==> src/rtl/core/cwfp_pkg.sv <==
// Types, constants and the CRC-8 byte update of the word frame parser.
package cwfp_pkg;

   localparam int BYTE_W    = 8;
   localparam int POS_W     = 4;
   localparam int RAW_W     = 16;
   localparam int PRODUCT_W = 32;

   typedef logic [BYTE_W-1:0] byte_type;
   typedef logic [POS_W-1:0]  pos_type;
   typedef logic [RAW_W-1:0]  raw_type;

   localparam byte_type CRC_INIT = 8'hFF;
   localparam byte_type CRC_POLY = 8'h31;

   // Index words that are reported divided by ten.
   localparam pos_type IDX_POS_A = 4'd6;
   localparam pos_type IDX_POS_B = 4'd7;
   localparam pos_type POS_MAX   = 4'hF;

   // floor(x / 10) == (x * 0xCCCD) >> 19 for every 16-bit x.
   localparam raw_type DIV10_RECIP = 16'hCCCD;
   localparam int      DIV10_SHIFT = 19;

   typedef struct packed {
      pos_type position;
      raw_type raw;
      logic    crc_ok;
      logic    frame_error;
      logic    last_word;
   } word_rec_type;

   // MSB-first CRC-8 over one byte, no reflection, no final XOR.
   function automatic byte_type crc8_update(input byte_type crc, input byte_type data);
      byte_type c;
      c = crc ^ data;
      for (int k = 0; k < BYTE_W; k++) begin
         c = c[BYTE_W-1] ? ((c << 1) ^ CRC_POLY) : (c << 1);
      end
      return c;
   endfunction

endpackage

==> src/rtl/core/cwfp_if.sv <==
// Channel interfaces: received bytes in, decoded words out.
interface cwfp_req_if import cwfp_pkg::*; ();
   logic     valid;
   logic     ready;
   byte_type rx_byte;
   logic     frame_start;

   modport source (output valid, output rx_byte, output frame_start, input ready);
   modport sink   (input valid, input rx_byte, input frame_start, output ready);
endinterface

interface cwfp_rsp_if import cwfp_pkg::*; ();
   logic    valid;
   logic    ready;
   pos_type word_position;
   raw_type raw_word;
   raw_type scaled_value;
   logic    crc_ok;
   logic    frame_error;
   logic    last_word;

   modport source (output valid, output word_position, output raw_word, output scaled_value,
                   output crc_ok, output frame_error, output last_word, input ready);
   modport sink   (input valid, input word_position, input raw_word, input scaled_value,
                   input crc_ok, input frame_error, input last_word, output ready);
   modport monitor (input valid, input ready, input word_position, input raw_word,
                    input scaled_value, input crc_ok, input frame_error, input last_word);
endinterface

==> src/rtl/core/cwfp_frame_track.sv <==
// Byte phase tracking, word assembly and CRC check, with a one-entry word register.
module cwfp_frame_track import cwfp_pkg::*; #(
   parameter int WORDS_PER_FRAME = 9
) (
   input  logic         clock,
   input  logic         reset,
   input  logic         in_valid,
   output logic         in_ready,
   input  byte_type     rx_byte,
   input  logic         frame_start,
   output logic         rec_valid,
   input  logic         rec_pop,
   output word_rec_type rec
);

   localparam logic [1:0] PHASE_MSB = 2'd0;
   localparam logic [1:0] PHASE_LSB = 2'd1;
   localparam logic [1:0] PHASE_CRC = 2'd2;
   localparam pos_type    LAST_POS  = POS_W'(WORDS_PER_FRAME - 1);

   logic [1:0]   phase_ff, phase_in;
   pos_type      counter_ff, counter_in;
   byte_type     high_ff, high_in;
   byte_type     low_ff, low_in;
   byte_type     crc_ff, crc_in;
   logic         err_ff, err_in;
   logic         rec_valid_ff, rec_valid_in;
   word_rec_type rec_ff, rec_in;

   logic       take;
   logic [1:0] phase_cur;
   pos_type    counter_cur;
   logic       err_cur;
   logic       ok;
   logic       last;

   assign in_ready = !rec_valid_ff || rec_pop;
   assign take     = in_valid && in_ready;

   // A start mark drops any partial word before the byte is taken.
   assign phase_cur   = frame_start ? PHASE_MSB : phase_ff;
   assign counter_cur = frame_start ? '0 : counter_ff;
   assign err_cur     = frame_start ? 1'b0 : err_ff;

   assign ok   = (crc_ff == rx_byte);
   assign last = (counter_cur == LAST_POS);

   always_comb begin
      phase_in     = phase_ff;
      counter_in   = counter_ff;
      high_in      = high_ff;
      low_in       = low_ff;
      crc_in       = crc_ff;
      err_in       = err_ff;
      rec_valid_in = rec_valid_ff && !rec_pop;
      rec_in       = rec_ff;
      if (take) begin
         counter_in = counter_cur;
         err_in     = err_cur;
         unique case (phase_cur)
            PHASE_LSB: begin
               low_in   = rx_byte;
               crc_in   = crc8_update(crc_ff, rx_byte);
               phase_in = PHASE_CRC;
            end
            PHASE_CRC: begin
               rec_in.position    = counter_cur;
               rec_in.raw         = {high_ff, low_ff};
               rec_in.crc_ok      = ok;
               rec_in.frame_error = err_cur || !ok;
               rec_in.last_word   = last;
               rec_valid_in       = 1'b1;
               phase_in           = PHASE_MSB;
               crc_in             = CRC_INIT;
               if (last || counter_cur == POS_MAX) begin
                  counter_in = '0;
                  err_in     = 1'b0;
               end else begin
                  counter_in = counter_cur + 1'b1;
                  err_in     = err_cur || !ok;
               end
            end
            default: begin
               // The unused phase code is handled as the MSB phase.
               high_in  = rx_byte;
               crc_in   = crc8_update(CRC_INIT, rx_byte);
               phase_in = PHASE_LSB;
            end
         endcase
      end
   end

   always_ff @(posedge clock) begin
      if (reset) begin
         phase_ff     <= PHASE_MSB;
         counter_ff   <= '0;
         crc_ff       <= CRC_INIT;
         err_ff       <= 1'b0;
         rec_valid_ff <= 1'b0;
      end else begin
         phase_ff     <= phase_in;
         counter_ff   <= counter_in;
         crc_ff       <= crc_in;
         err_ff       <= err_in;
         rec_valid_ff <= rec_valid_in;
      end
   end

   always_ff @(posedge clock) begin
      high_ff <= high_in;
      low_ff  <= low_in;
      rec_ff  <= rec_in;
   end

   assign rec_valid = rec_valid_ff;
   assign rec       = rec_ff;

endmodule

==> src/rtl/core/cwfp_scale_out.sv <==
// Divide-by-ten scaling of the index words and the result register.
module cwfp_scale_out import cwfp_pkg::*; (
   input  logic         clock,
   input  logic         reset,
   input  logic         rec_valid,
   output logic         rec_pop,
   input  word_rec_type rec,
   output logic         out_valid,
   input  logic         out_ready,
   output word_rec_type out_rec,
   output raw_type      out_scaled
);

   logic                 out_valid_ff, out_valid_in;
   word_rec_type         out_rec_ff, out_rec_in;
   raw_type              scaled_ff, scaled_in;
   logic [PRODUCT_W-1:0] product;
   raw_type              quotient;

   assign rec_pop = rec_valid && (!out_valid_ff || out_ready);

   // Reciprocal multiply replaces the divide; exact over the whole 16-bit range.
   assign product  = PRODUCT_W'(rec.raw) * PRODUCT_W'(DIV10_RECIP);
   assign quotient = RAW_W'(product >> DIV10_SHIFT);

   always_comb begin
      out_valid_in = out_valid_ff && !out_ready;
      out_rec_in   = out_rec_ff;
      scaled_in    = scaled_ff;
      if (rec_pop) begin
         out_valid_in = 1'b1;
         out_rec_in   = rec;
         scaled_in    = (rec.position == IDX_POS_A || rec.position == IDX_POS_B)
                        ? quotient : rec.raw;
      end
   end

   always_ff @(posedge clock) begin
      if (reset) begin
         out_valid_ff <= 1'b0;
      end else begin
         out_valid_ff <= out_valid_in;
      end
   end

   always_ff @(posedge clock) begin
      out_rec_ff <= out_rec_in;
      scaled_ff  <= scaled_in;
   end

   assign out_valid  = out_valid_ff;
   assign out_rec    = out_rec_ff;
   assign out_scaled = scaled_ff;

endmodule

==> src/rtl/core/crc8_checked_word_frame_parser_core.sv <==
// Top level of the CRC-8 checked word frame parser.
//
// The req channel carries one received response byte per transaction, with
// frame_start set on the first byte of a frame. Each word arrives as MSB,
// LSB and a CRC-8 byte (polynomial 0x31, initial value 0xFF). The rsp channel
// gives one transaction per word, on its CRC byte: position, raw word, value
// scaled by one tenth for the two index words, CRC pass, sticky frame error
// and last-word mark.
// Throughput is one byte per cycle while req_chan is ready; the CRC byte
// update is combinational. Once its CRC byte is accepted, a word is held
// in the word register and then in the result register, which takes the
// divide-by-ten multiply result, before it leaves on the rsp channel.
// Reset clears the byte phase, word counter and error flag, so the next byte
// is taken as the MSB of word 0, and empties both registers.
// When the receiver stalls, the result holds on the rsp channel; one more
// complete word can wait in the word register, and req drops ready for any
// byte while that register is full and cannot move on to the result register.
module crc8_checked_word_frame_parser_core import cwfp_pkg::*; #(
   parameter int WORDS_PER_FRAME = 9
) (
   input logic       clock,
   input logic       reset,
   cwfp_req_if.sink  req_chan,
   cwfp_rsp_if.source rsp_chan
);

   logic         rec_valid;
   logic         rec_pop;
   word_rec_type rec;
   logic         out_valid;
   word_rec_type out_rec;
   raw_type      out_scaled;

   cwfp_frame_track #(
      .WORDS_PER_FRAME(WORDS_PER_FRAME)
   ) u_frame_track (
      .clock       (clock),
      .reset       (reset),
      .in_valid    (req_chan.valid),
      .in_ready    (req_chan.ready),
      .rx_byte     (req_chan.rx_byte),
      .frame_start (req_chan.frame_start),
      .rec_valid   (rec_valid),
      .rec_pop     (rec_pop),
      .rec         (rec)
   );

   cwfp_scale_out u_scale_out (
      .clock      (clock),
      .reset      (reset),
      .rec_valid  (rec_valid),
      .rec_pop    (rec_pop),
      .rec        (rec),
      .out_valid  (out_valid),
      .out_ready  (rsp_chan.ready),
      .out_rec    (out_rec),
      .out_scaled (out_scaled)
   );

   assign rsp_chan.valid         = out_valid;
   assign rsp_chan.word_position = out_rec.position;
   assign rsp_chan.raw_word      = out_rec.raw;
   assign rsp_chan.scaled_value  = out_scaled;
   assign rsp_chan.crc_ok        = out_rec.crc_ok;
   assign rsp_chan.frame_error   = out_rec.frame_error;
   assign rsp_chan.last_word     = out_rec.last_word;

endmodule

==> src/flat_wrapper.sv <==
// flat-port wrapper written by rule: the top's interface ports become plain ports
module crc8_checked_word_frame_parser_core_flat import cwfp_pkg::*;
#(
   parameter int WORDS_PER_FRAME = 9
)
  (clock, reset, req_chan_valid, req_chan_rx_byte, req_chan_frame_start, req_chan_ready, rsp_chan_valid, rsp_chan_word_position, rsp_chan_raw_word, rsp_chan_scaled_value, rsp_chan_crc_ok, rsp_chan_frame_error, rsp_chan_last_word, rsp_chan_ready);
  cwfp_req_if req_chan_i ();
  cwfp_rsp_if rsp_chan_i ();
  input logic clock;
  input logic reset;
  input wire logic [$bits(req_chan_i.valid)-1:0] req_chan_valid;
  input wire logic [$bits(req_chan_i.rx_byte)-1:0] req_chan_rx_byte;
  input wire logic [$bits(req_chan_i.frame_start)-1:0] req_chan_frame_start;
  output wire logic [$bits(req_chan_i.ready)-1:0] req_chan_ready;
  output wire logic [$bits(rsp_chan_i.valid)-1:0] rsp_chan_valid;
  output wire logic [$bits(rsp_chan_i.word_position)-1:0] rsp_chan_word_position;
  output wire logic [$bits(rsp_chan_i.raw_word)-1:0] rsp_chan_raw_word;
  output wire logic [$bits(rsp_chan_i.scaled_value)-1:0] rsp_chan_scaled_value;
  output wire logic [$bits(rsp_chan_i.crc_ok)-1:0] rsp_chan_crc_ok;
  output wire logic [$bits(rsp_chan_i.frame_error)-1:0] rsp_chan_frame_error;
  output wire logic [$bits(rsp_chan_i.last_word)-1:0] rsp_chan_last_word;
  input wire logic [$bits(rsp_chan_i.ready)-1:0] rsp_chan_ready;
  assign req_chan_i.valid = req_chan_valid;
  assign req_chan_i.rx_byte = req_chan_rx_byte;
  assign req_chan_i.frame_start = req_chan_frame_start;
  assign req_chan_ready = req_chan_i.ready;
  assign rsp_chan_valid = rsp_chan_i.valid;
  assign rsp_chan_word_position = rsp_chan_i.word_position;
  assign rsp_chan_raw_word = rsp_chan_i.raw_word;
  assign rsp_chan_scaled_value = rsp_chan_i.scaled_value;
  assign rsp_chan_crc_ok = rsp_chan_i.crc_ok;
  assign rsp_chan_frame_error = rsp_chan_i.frame_error;
  assign rsp_chan_last_word = rsp_chan_i.last_word;
  assign rsp_chan_i.ready = rsp_chan_ready;
  crc8_checked_word_frame_parser_core #(.WORDS_PER_FRAME(WORDS_PER_FRAME)) u_core (.clock(clock), .reset(reset), .req_chan(req_chan_i), .rsp_chan(rsp_chan_i));
endmodule
==> config.mk <==
export PLATFORM = sky130hd
export DESIGN_NAME = crc8_checked_word_frame_parser_core_flat
export DESIGN_NICKNAME = d
export VERILOG_FILES = /design/src/rtl/core/cwfp_pkg.sv /design/src/rtl/core/cwfp_if.sv /design/src/rtl/core/cwfp_frame_track.sv /design/src/rtl/core/cwfp_scale_out.sv /design/src/rtl/core/crc8_checked_word_frame_parser_core.sv /design/src/flat_wrapper.sv
export SDC_FILE = /design/constraint.sdc
export NUM_CORES = 1
export LEC_CHECK = 0
export ABC_AREA = 1
export BUFFER_PORTS_ARGS = -buffer_cell sky130_fd_sc_hd__buf_2
export CORE_UTILIZATION = 55
export CTS_BUF_LIST = sky130_fd_sc_hd__clkbuf_2 sky130_fd_sc_hd__clkbuf_4 sky130_fd_sc_hd__clkbuf_8
export CTS_CLUSTER_DIAMETER = 60
export DETAILED_ROUTE_END_ITERATION = 6
export GPL_TIMING_DRIVEN = 0
export PLACE_DENSITY_LB_ADDON = 0.08
export SLEW_MARGIN = 0
export SYNTH_ARGS = -nofsm -noshare
export SYNTH_HDL_FRONTEND = slang
export SYNTH_SLANG_ARGS = --single-unit
==> constraint.sdc <==
create_clock -name clock -period 12.5 [get_ports clock]
set_input_delay 0 -clock clock [delete_from_list [all_inputs] [get_ports clock]]
set_output_delay 0 -clock clock [all_outputs]
set_load 0.03 [all_outputs]
# Yosys cells after proc, flatten, opt, wreduce, memory -nomap -nowiden
# Index checks and enable logic that the tools add are counted.
op_classes:
  n_addsub: 1
  multipliers: 1
  eq_ne: 7
  mux: 29
  bitwise: 19
  reduce_logical: 18
op_table:
  columns: ["op", "count"]
  rows:
  - ["$mux W6", 16]
  - ["$not A3 Y3", 16]
  - ["$mul A16 B16 Y32 const B", 1]
  - ["$pmux W8 S2", 1]
  - ["$mux W13", 1]
  - ["$mux W4", 3]
  - ["$eq A4 B3 Y1 const B", 2]
  - ["$eq A4 B4 Y1 const B", 2]
  - ["$eq A8 B8 Y1", 1]
  - ["$not A8 Y8", 1]
  - ["$xor A8 B8 Y8", 1]
  - ["$mux W1", 6]
  - ["$reduce_and A2 Y1", 3]
  - ["$logic_not A1 Y1", 5]
  - ["$logic_or A1 B1 Y1", 5]
  - ["$add A4 B1 Y4 const B", 1]
  - ["$logic_and A1 B1 Y1", 4]
  - ["$pmux W2 S2", 1]
  - ["$eq A2 B1 Y1 const B", 1]
  - ["$eq A2 B2 Y1 const B", 1]
  - ["$mux W2", 1]
  - ["$reduce_or A2 Y1", 1]
  - ["$not A1 Y1", 1]
word_totals:
  register_bits: 95
  input_bits: 13
  output_inout_bits: 41
  elab_cells: 95

# Depth between registers and ports, before layout
# Gate-level depths: netlist (run 1).
depth:
  word_depth: 18
  ltp_mapped: 23

# By module
# Synthesis (run 1) repeated with hierarchy kept, for this count alone.
unflattened:
  hier_cells: 1069
  hier_area_um2: 9246.4
by_module_without_submodules:
  columns: ["mod", "instances", "cells_per_inst", "area_per_inst_um2", "seq_area_each_um2"]
  rows:
  - ["cwfp_scale_out", 1, 789, 6662.6, 1191.1]
  - ["cwfp_frame_track", 1, 280, 2583.7, 1491.4]

# Worst setup path before layout (run 1)
# Ideal clock, no wire load.
synth_timing:
  kind: "register to register"
  from: "reg u_core.u_frame_track.rec_ff, in the netlist u_core.u_frame_track.rec[7]"
  to: "reg u_core.u_scale_out.scaled_ff[6] (netlist: u_core.u_scale_out.out_scaled[6]), data pin"
  setup_time_ns: 0.253
  t_arrival_ns: 4.722
  t_required_ns: 12.247
  slack_ns: 7.525
  path_stages_with_launch: 22
  n_path_buf: 0
  synth_period_minus_slack_ns: 4.975
  cell_sequence: "edfxtp_1 > ha_1 > xor2_1 > ha_1 > fa_1 > inv_1 > fa_1 > inv_1 > fa_1 > inv_1 > fa_1 > inv_1 > ha_1 > nand2_1 > nor2_1 > nand2_1 > nor3_1 > o21ai_0 > nand3_1 > nand2_1 > nand3_1 > nand2_1"
synth_between:
  elab_chain_cells: 2
synth_rtl:
  columns: ["element", "line_no", "source"]
  rows:
  - ["start, declared", "cwfp_frame_track.sv:28", "word_rec_type rec_ff, rec_in;"]
  - ["start signal, assigned", "cwfp_frame_track.sv:112", "rec_ff <= rec_in;"]
  - ["$mul A16 B16 Y32", "cwfp_scale_out.sv:23", "assign product = PRODUCT_W'(rec.raw) * PRODUCT_W'(DIV10_RECIP);"]
  - ["$mux W13", "cwfp_scale_out.sv:34", "? quotient : rec.raw;"]
  - ["end signal, assigned", "cwfp_scale_out.sv:48", "scaled_ff <= scaled_in;"]
  - ["end, declared", "cwfp_scale_out.sv:16", "raw_type scaled_ff, scaled_in;"]
# No other way between the ends.
# A chain may end at the register's enable or synchronous reset.

# Worst setup path after layout (run 1)
layout_timing:
  from: "reg u_core.u_frame_track.rec_ff, in the netlist u_core.u_frame_track.rec[8]"
  to: "reg u_core.u_scale_out.scaled_ff[9] (netlist: u_core.u_scale_out.out_scaled[9]), data pin"
# The elaborated chain is that of the path after synthesis.

==> results of run 1 <==
==> worst max-delay path, delay by kind of cell (launching register included) <==
kind / cells / cell delay [ns]
DFF: 1 / 0.59
and+or+nand+nor: 4 / 0.35
adders and majority gates: 7 / 3.36
buffers and inverters: 5 / 0.32
AOI/OAI and AO/OA: 3 / 0.66
xor gates and xnor gates: 1 / 0.20
==> cell usage in the layout, fill, tap and decap left out, drive strengths merged, types with 2 or more instances in the layout <==
cell type | netlist | routed
dlygate4sd3 | 0 | 11
nand3 | 50 | 50
bufinv | 0 | 3
a21oi | 39 | 39
buf | 2 | 57
a21o | 5 | 5
fa | 79 | 79
o211ai | 3 | 3
edfxtp | 78 | 78
nand2 | 222 | 222
xnor2 | 14 | 14
nand3b | 5 | 5
nor4 | 2 | 2
nand4 | 7 | 7
o21bai | 3 | 3
ha | 134 | 134
a31oi | 4 | 4
xor2 | 18 | 18
clkbuf | 4 | 14
nor2 | 56 | 56
o21ai | 27 | 27
nor3 | 8 | 8
dfxtp | 17 | 17
inv | 255 | 257
==> through the flow <==
step | hold slack (ns) | power (mW) | setup WS, ns
2_1_floorplan | 0.0989 | 0.507 | 7.53
3_3_place_gp | 0.222 | 0.552 | 6.91
3_5_place_dp | 0.222 | 0.554 | 6.84
4_1_cts | 0.118 | 0.811 | 6.85
5_1_grt | 0.180 | 0.847 | 6.50
6_report | 0.135 | 0.804 | 6.79
==> synth_stat cells (all sizes together) (2+ instances only) <==
library cell	count	share of area
nand3	50	0.029
o21ai	27	0.015
nand2	222	0.096
a31oi	4	0.0027
nor4	2	0.0014
inv	255	0.10
dfxtp	17	0.037
nand4	7	0.0047
a21o	5	0.0041
xnor2	14	0.016
buf	2	0.0011
ha	134	0.18
nor3	8	0.0049
o21bai	3	0.0024
o211ai	3	0.0024
clkbuf	4	0.0018
a21oi	39	0.021
edfxtp	78	0.25
xor2	18	0.018
fa	79	0.17
nand3b	5	0.0041
nor2	56	0.023
==> flip-flops by register name, summed over array words and instances, names as in the netlist <==
register and flops:
u_core.u_frame_track.low_ff 8, u_core.u_scale_out.out_valid 1, u_core.u_frame_track.crc_ff 8, u_core.u_frame_track.rec 23, u_core.u_frame_track.counter_ff 4, u_core.u_scale_out.out_scaled 16, u_core.u_frame_track.err_ff 1, u_core.u_scale_out.out_rec 23
u_core.u_frame_track.high_ff 8, u_core.u_frame_track.phase_ff 2, u_core.u_frame_track.rec_valid 1
==> worst paths after layout <==
kind,startpoint,to,slack (ns),cells past startpoint
worst min-delay path,req_chan_valid,u_core.u_frame_track.counter_ff[0]$_SDFFE_PP0P_,0.14,3
worst max-delay path,u_core.u_frame_track.rec[8]$_DFFE_PP_,u_core.u_scale_out.out_scaled[9]$_DFFE_PP_,6.79,20
worst max register to register,u_core.u_frame_track.rec[8]$_DFFE_PP_,u_core.u_scale_out.out_scaled[9]$_DFFE_PP_,6.79,20
worst min register to register,u_core.u_frame_track.low_ff[2]$_DFFE_PP_,u_core.u_frame_track.rec[5]$_DFFE_PP_,0.42,0
==> layout make-up <==
type / count / share of cell area
clock inverter: 6 / 0.0114
sequential: 95 / 0.264
timing repair buffer: 66 / 0.0404
inverter: 255 / 0.0941
multi-input combinational: 682 / 0.548
clock buffer: 10 / 0.0129
tap: 216 / 0.0266
buffer: 6 / 0.00258
==> per-layer routing <==
layer  wire length [µm]  vias up  GRT usage
li1                   -     3422          -
met1              10000     3215      0.369
met2               9650      223      0.410
met3               1440       21     0.0494
met4                272        0     0.0575
met5                  0        -          0
==> cells by family after synthesis <==
group,synth area share
AOI/OAI and AO/OA,0.0506
DFF,0.291
adders and majority gates,0.353
and+or+nand+nor,0.165
buffers and inverters,0.107
xor gates and xnor gates,0.0336
==> power breakdown <==
group | internal [mW] | switching [mW] | total [mW] | leakage [nW]
clock network | 0.137 | 0.113 | 0.250 | 0.125
registers | 0.347 | 0.00431 | 0.351 | 0.859
logic | 0.0736 | 0.129 | 0.203 | 4.29
total | 0.557 | 0.246 | 0.804 | 5.27
==> results.yml, run 1 <==
die:
  num_rows: 46
  dieWidth_um: 132
  core_mm2: 0.0161
  die-area_mm2: 0.0173
  pin_count: 54
  initial_utilization: 0.573
  die_y_um: 132
clocking:
  clock_path_buffers: 2
  clkSlewWorstSetupHoldPaths_ns: 0.10
  cts_sinks: 95
  cts-root-buf: "clkbuf_8"
  cts_hold_buf: 11
  post_cts_buffers: 0
  htree_num_levels: 3
  cts_tree: "done"
  insertion_delay_ns: 0.38
  cts_buffers: 9
  cts.repair.resized: 0
sta:
  rsz0062_at_grt: "false"
  clock.fmax_mhz: 175
  period_needed_ns: 5.71
  timing.final.crit_share: 0.457
  skew_ns: 0.0174
  slew_viol_final: 0
  hold_viol_final: 0
  setup_viol: 0
  worst_pin_slew_ns: 0.798
  setup_tns_ns: 0
  max_slew_margin: 0.466
synthesis:
  synth_edf_count: 78
  synth_warnings: 0
  synth_area_mm2: 0.00923
  yosysUniqueCellTypes: 39
  syn-mean-instance-area_um2: 8.89
  synth_cells: 1038
  synth_seq_cells: 95
  ys_seq_area_frac: 0.291
  synth_ff_type: "edfxtp_1"
  async_flop_share: 0
  synth_nets: 1264
layout:
  design_area_mm2: 0.0102
  multiInputGateArea_mm2: 0.00557
  nFillCells: 1427
  finish.utilization: 0.631
  area_growth_syn_to_layout_pct: 10.2
  nNetsFinal: 1341
  diodes: 0
  drive_gt1_frac: 0.0875
  register_area_mm2: 0.00268
  final_cells: 1336
worst_setup_path:
  worstPathCellList: "ha_1 > xor2_1 > ha_1 > fa_1 > inv_1 > fa_1 > inv_1 > fa_1 > inv_1 > fa_1 > inv_1 > ha_1 > a21oi_1 > o21ai_0 > inv_1 > nand2_1 > a21oi_1 > nand3_1 > nand3_1 > nand2_1"
  slowest_delay_ns: 0.59
  worstPathRequired_ns: 12.65
  cp_max_fo: 8
  crit_path_start_kind: "flop"
  arrival_ns: 5.86
  crit_path_frequent_cell: "inv_1"
  endpoint_kind: "flop"
  critPathSlowestCell: "edfxtp_1"
  critPathKind: "reg -> reg"
drt:
  ant_nets: 0
  drt_iter0_markers: 435
  vias: 6881
  wire_per_inst_um: 16.0
  routed_wl_um: 21400
  detail_route.vias_per_cell: 5.15
  route.detailed.drc: 0
  dr.pass1.iters: 7
global_routing:
  grt_max_degree: 31
  grt_pass1_wl_um: 34100
  grt_use_total: 0.259
  grt_pass1_vias: 6586
  grt_antenna_before_repair: 0
  overflow: 0
power_and_ir_drop:
  p_leak_nw: 5.27
  ir_worst_vdd_mv: 0.0911
  power.density_mw_per_mm2: 79.0
placed_design:
  dpl.cell_count: 1309
  dpl.hpwl_um: 17600
  gp_congestion: 0.955
  postPlaceCellArea_mm2: 0.00981
  numPortBuffers: 53
min_path:
  hold_path.class: "in -> reg"
outcome:
  status: "finished clean"
job:
  drv_cap: 0
(Power assumes the default switching activity.)
==> run 2: changes to the inputs <==
- clock period: 12.5 -> 5.3 ns (I/O delays scaled with it)
==> results.yml, run 2 (synthesis gave the netlist of run 1 again) <==
worst_setup_path:
  rr_startpoint: "u_core.u_frame_track.rec[6]$_DFFE_PP_"
  crit_path_start_kind: "flop"
  critPathKind: "reg -> reg"
  endpoint_kind: "flop"
  arrival_ns: 5.36
  r2r-end: "u_core.u_scale_out.out_scaled[4]$_DFFE_PP_"
  slowest_delay_ns: 0.56
  critPathSlowestCell: "fa_1"
  worst-path-buf-inv: 6
  r2r_cells: 21
  cp_top_family: "adder cells"
  ff2ff_setup_slack_ns: 0.08
  worstPathCellList: "buf_6 > ha_4 > inv_1 > fa_1 > inv_1 > fa_1 > fa_1 > fa_1 > inv_1 > fa_1 > inv_1 > ha_4 > nand2_4 > nor2_2 > nand2_1 > inv_1 > nand3_1 > nand3_1 > nand2_1 > nand3_1 > nand2_1"
  cp.depth: 21
  cp_max_fo: 4
  worstPathRequired_ns: 5.44
sta:
  skew_ns: 0.0171
  clock.fmax_mhz: 192
  max_slew_margin: 0.458
  period_needed_ns: 5.22
  worst_pin_slew_ns: 0.810
  rsz0062_at_grt: "true"
  timing.hold.ws_ns: 0.121
  hold_viol_final: 0
  slew_viol_final: 0
  fin_ws_ns: 0.0834
  setup_viol: 0
  timing.final.crit_share: 0.984
clocking:
  clock_path_buffers: 2
  htree_num_levels: 3
  cts_sinks: 95
  cts_tree: "done"
  cts_buffers: 9
  cts-root-buf: "clkbuf_8"
  insertion_delay_ns: 0.39
  clkSlewWorstSetupHoldPaths_ns: 0.09
placed_design:
  dpl.cell_count: 1309
  dpl.hpwl_um: 17600
  postPlaceCellArea_mm2: 0.00981
  post-place-ws_ns: -0.363
  numPortBuffers: 53
  gp_congestion: 0.955
drt:
  route.detailed.drc: 0
  wire_per_inst_um: 16.3
  drt_iter0_markers: 328
  detail_route.vias_per_cell: 5.16
  routed_wl_um: 22300
  ant_nets: 0
  dr.pass1.iters: 5
  vias: 7095
layout:
  layout_common_cells: "inv_1, nand2_1, ha_1"
  nFillCells: 1338
  final_common_cell: "inv_1"
  diodes: 0
  final_cells: 1374
  area_growth_syn_to_layout_pct: 17.0
  design_area_mm2: 0.0108
  drive_gt1_frac: 0.168
  nNetsFinal: 1379
die:
  die-area_mm2: 0.0173
  pin_count: 54
  dieWidth_um: 132
  initial_utilization: 0.573
  core_mm2: 0.0161
  die_y_um: 132
  num_rows: 46
global_routing:
  grt_use_total: 0.262
  grt_pass1_vias: 6682
  grt_antenna_before_repair: 0
  overflow: 0
  grt_max_degree: 31
  grt_pass1_wl_um: 34500
power_and_ir_drop:
  p_leak_nw: 5.48
  power.density_mw_per_mm2: 184
  ir_worst_vdd_mv: 0.215
  p_total_mw: 1.99
min_path:
  whs_endpoint: "u_core.u_frame_track.counter_ff[0]$_SDFFE_PP0P_"
  hold_path.class: "in -> reg"
  hp-start: "req_chan_valid"
  worstHoldPathCells: 3
job:
  drv_cap: 0
outcome:
  status: "finished clean"
run 2: timing repair:
item / 4_1_cts / 5_1_grt
gates cloned: 0 / 0
resized for setup: 12 / 69
setup buffers: 17 / 21
endpoints found under the setup margin: 13 / 13
pin swaps: 3 / 25
hold buffers: 11 / 0
hold endpoints to repair: 20 / 0
run 2: stage by stage:
stage / utilization / setup TNS [ns]
after floorplan: - / 0
after global placement: 0.606 / -2.38
after detailed placement: 0.609 / -3.00
after CTS: 0.642 / -0.0105
after global routing: 0.670 / -0.340
final: 0.670 / 0
run 2: worst max-delay path by stage:
stage | startpoint | end | slack (ns)
finish | u_core.u_frame_track.rec[6]$_DFFE_PP_ | u_core.u_scale_out.out_scaled[4]$_DFFE_PP_ | 0.08
global route | u_core.u_frame_track.rec[6]$_DFFE_PP_ | u_core.u_scale_out.out_scaled[3]$_DFFE_PP_ | -0.09
CTS | u_core.u_frame_track.rec[6]$_DFFE_PP_ | u_core.u_scale_out.out_scaled[6]$_DFFE_PP_ | -0.01
detailed placement | u_core.u_frame_track.rec[8]$_DFFE_PP_ | u_core.u_scale_out.out_scaled[9]$_DFFE_PP_ | -0.36
global placement | u_core.u_frame_track.rec[8]$_DFFE_PP_ | u_core.u_scale_out.out_scaled[9]$_DFFE_PP_ | -0.29
floorplan | u_core.u_frame_track.rec[7]$_DFFE_PP_ | u_core.u_scale_out.out_scaled[6]$_DFFE_PP_ | 0.32
run 2: power breakdown:
part | switching, mW | internal [mW] | total [mW]
logic | 0.351 | 0.217 | 0.568
registers | 0.00942 | 0.817 | 0.827
clock network | 0.271 | 0.323 | 0.594
run 2: worst reg2reg max path, cell delays in order, from the launching register on:
cell and delay (ns):
edfxtp_1 0.47, buf_6 0.17, ha_4 0.29, inv_1 0.06, fa_1 0.55, inv_1 0.07
fa_1 0.56, fa_1 0.45, fa_1 0.54, inv_1 0.06, fa_1 0.55, inv_1 0.07
ha_4 0.32, nand2_4 0.09, nor2_2 0.13, nand2_1 0.10, inv_1 0.08, nand3_1 0.10
nand3_1 0.09, nand2_1 0.05, nand3_1 0.12, nand2_1 0.06
run 2: cell type report:
type / count / area, µm² / share of cell area
clock inverter: 6 / 116 / 0.0108
buffer: 6 / 26.3 / 0.00243
timing repair buffer: 104 / 699 / 0.0648
tap: 216 / 270 / 0.0250
inverter: 255 / 957 / 0.0887
clock buffer: 10 / 131 / 0.0122
multi-input combinational: 682 / 5910 / 0.547
sequential: 95 / 2680 / 0.249
run 2: routing by layer:
layer / part of all wire / up-vias / GRT usage
li1: - / 3490 / -
met1: 0.47 / 3352 / 0.371
met2: 0.46 / 221 / 0.419
met3: 0.060 / 30 / 0.0471
met4: 0.017 / 2 / 0.0536
met5: 0.00027 / - / 0
==> run 3: changes to the inputs <==
- RECOVER_POWER: default -> 50
==> results.yml, run 3 (synthesis gave the netlist of run 1 again) <==
worst_setup_path:
  crit_path_start_kind: "flop"
  cp_max_fo: 4
  worstPathRequired_ns: 5.44
  arrival_ns: 5.35
  critPathKind: "reg -> reg"
  endpoint_kind: "flop"
sta:
  worst_pin_slew_ns: 0.804
  slew_viol_final: 0
  skew_ns: 0.0162
  setup_viol: 0
  period_needed_ns: 5.21
  timing.final.crit_share: 0.984
  rsz0062_at_grt: "true"
  hold_viol_final: 0
  timing.hold.ws_ns: 0.131
  max_slew_margin: 0.462
  clock.fmax_mhz: 192
outcome:
  status: "finished clean"
drt:
  drt_iter0_markers: 346
  route.detailed.drc: 0
  detail_route.vias_per_cell: 5.15
  ant_nets: 0
  wire_per_inst_um: 16.2
  dr.pass1.iters: 6
  routed_wl_um: 22300
  vias: 7070
clocking:
  htree_num_levels: 3
  cts_sinks: 95
  insertion_delay_ns: 0.39
  cts_tree: "done"
  clkSlewWorstSetupHoldPaths_ns: 0.09
  clock_path_buffers: 2
  cts_buffers: 9
  cts-root-buf: "clkbuf_8"
layout:
  design_area_mm2: 0.0108
  register_area_mm2: 0.00268
  layout_common_cells: "inv_1, nand2_1, ha_1"
  multiInputGateArea_mm2: 0.00591
  drive_gt1_frac: 0.159
  diodes: 0
  area_growth_syn_to_layout_pct: 16.8
  finish.utilization: 0.669
  final_common_cell: "inv_1"
  nFillCells: 1347
  nNetsFinal: 1379
job:
  drv_cap: 0
placed_design:
  postPlaceCellArea_mm2: 0.00981
  numPortBuffers: 53
  gp_congestion: 0.955
  dpl.hpwl_um: 17600
global_routing:
  grt_use_total: 0.262
  grt_max_degree: 31
  overflow: 0
  grt_antenna_before_repair: 0
  grt_pass1_wl_um: 34500
  grt_pass1_vias: 6682
die:
  die-area_mm2: 0.0173
  num_rows: 46
  dieWidth_um: 132
  die_y_um: 132
  core_mm2: 0.0161
  pin_count: 54
  initial_utilization: 0.573
min_path:
  hold_path.class: "in -> reg"
power_and_ir_drop:
  power.density_mw_per_mm2: 184
  ir_worst_vdd_mv: 0.213
  p_leak_nw: 5.45
run 3: repair_timing:
| action | 4_1_cts | 5_1_grt |
|---|---|---|
| pin swaps | 3 | 25 |
| setup buffers | 17 | 21 |
| gates cloned | 0 | 0 |
| hold endpoints to repair | 20 | 0 |
| hold buffers | 11 | 0 |
| resized for setup | 12 | 69 |
| setup endpoints to repair | 13 | 13 |
run 3: stage by stage:
| step | TNS, ns | power, mW | worst slack (ns) | std cells |
|---|---|---|---|---|
| floorplan | 0 | 1.20 | 0.325 | 1038 |
| global placement | -2.38 | 1.30 | -0.290 | 1307 |
| detailed placement | -3.00 | 1.31 | -0.363 | 1309 |
| CTS | -0.0105 | 1.92 | -0.0105 | 1353 |
| global route | -0.337 | 2.09 | -0.0927 | 1374 |
| finish | 0 | 1.99 | 0.0864 | 1374 |
run 3: path summary, 6_finish.rpt:
path,start,end,slack (ns),cells past startpoint
worst max-delay path,u_core.u_frame_track.rec[6]$_DFFE_PP_,u_core.u_scale_out.out_scaled[4]$_DFFE_PP_,0.09,21
worst min register to register,u_core.u_frame_track.low_ff[2]$_DFFE_PP_,u_core.u_frame_track.rec[5]$_DFFE_PP_,0.42,0
worst max register to register,u_core.u_frame_track.rec[6]$_DFFE_PP_,u_core.u_scale_out.out_scaled[4]$_DFFE_PP_,0.09,21
worst min-delay path,req_chan_valid,u_core.u_frame_track.counter_ff[0]$_SDFFE_PP0P_,0.13,3
run 3: report_power, final:
group	switching, mW	total, mW	internal, mW
clock	0.271	0.594	0.323
sequential	0.00938	0.827	0.817
combinational	0.351	0.567	0.216
run 3: per-layer routing:
| layer | wire (µm) | track usage | share of wire |
|---|---|---|---|
| met5 | 0 | 0 | 0 |
| met3 | 1310 | 0.0471 | 0.059 |
| met1 | 10400 | 0.371 | 0.47 |
| met2 | 10200 | 0.419 | 0.46 |
| met4 | 377 | 0.0536 | 0.017 |
run 3: layout make-up:
class                   instances  share of cell area
flip-flops and latches         95               0.249
multi-input cells             682               0.548
inverters                     255              0.0888
repair buffers                104              0.0633
clock buffers                  10              0.0122
plain buffers                   6             0.00244
well taps                     216              0.0251
clock inverters                 6              0.0108
run 3: worst max-delay path, cell delays in order, from the launching register on:
cell,delay [ns]
edfxtp_1,0.47
buf_6,0.17
ha_4,0.28
inv_1,0.06
fa_1,0.55
inv_1,0.07
fa_1,0.56
fa_1,0.45
fa_1,0.54
inv_1,0.06
fa_1,0.55
inv_1,0.07
ha_4,0.32
nand2_4,0.09
nor2_2,0.13
nand2_1,0.10
inv_1,0.08
nand3_1,0.10
nand3_1,0.09
nand2_1,0.05
nand3_1,0.12
nand2_1,0.06
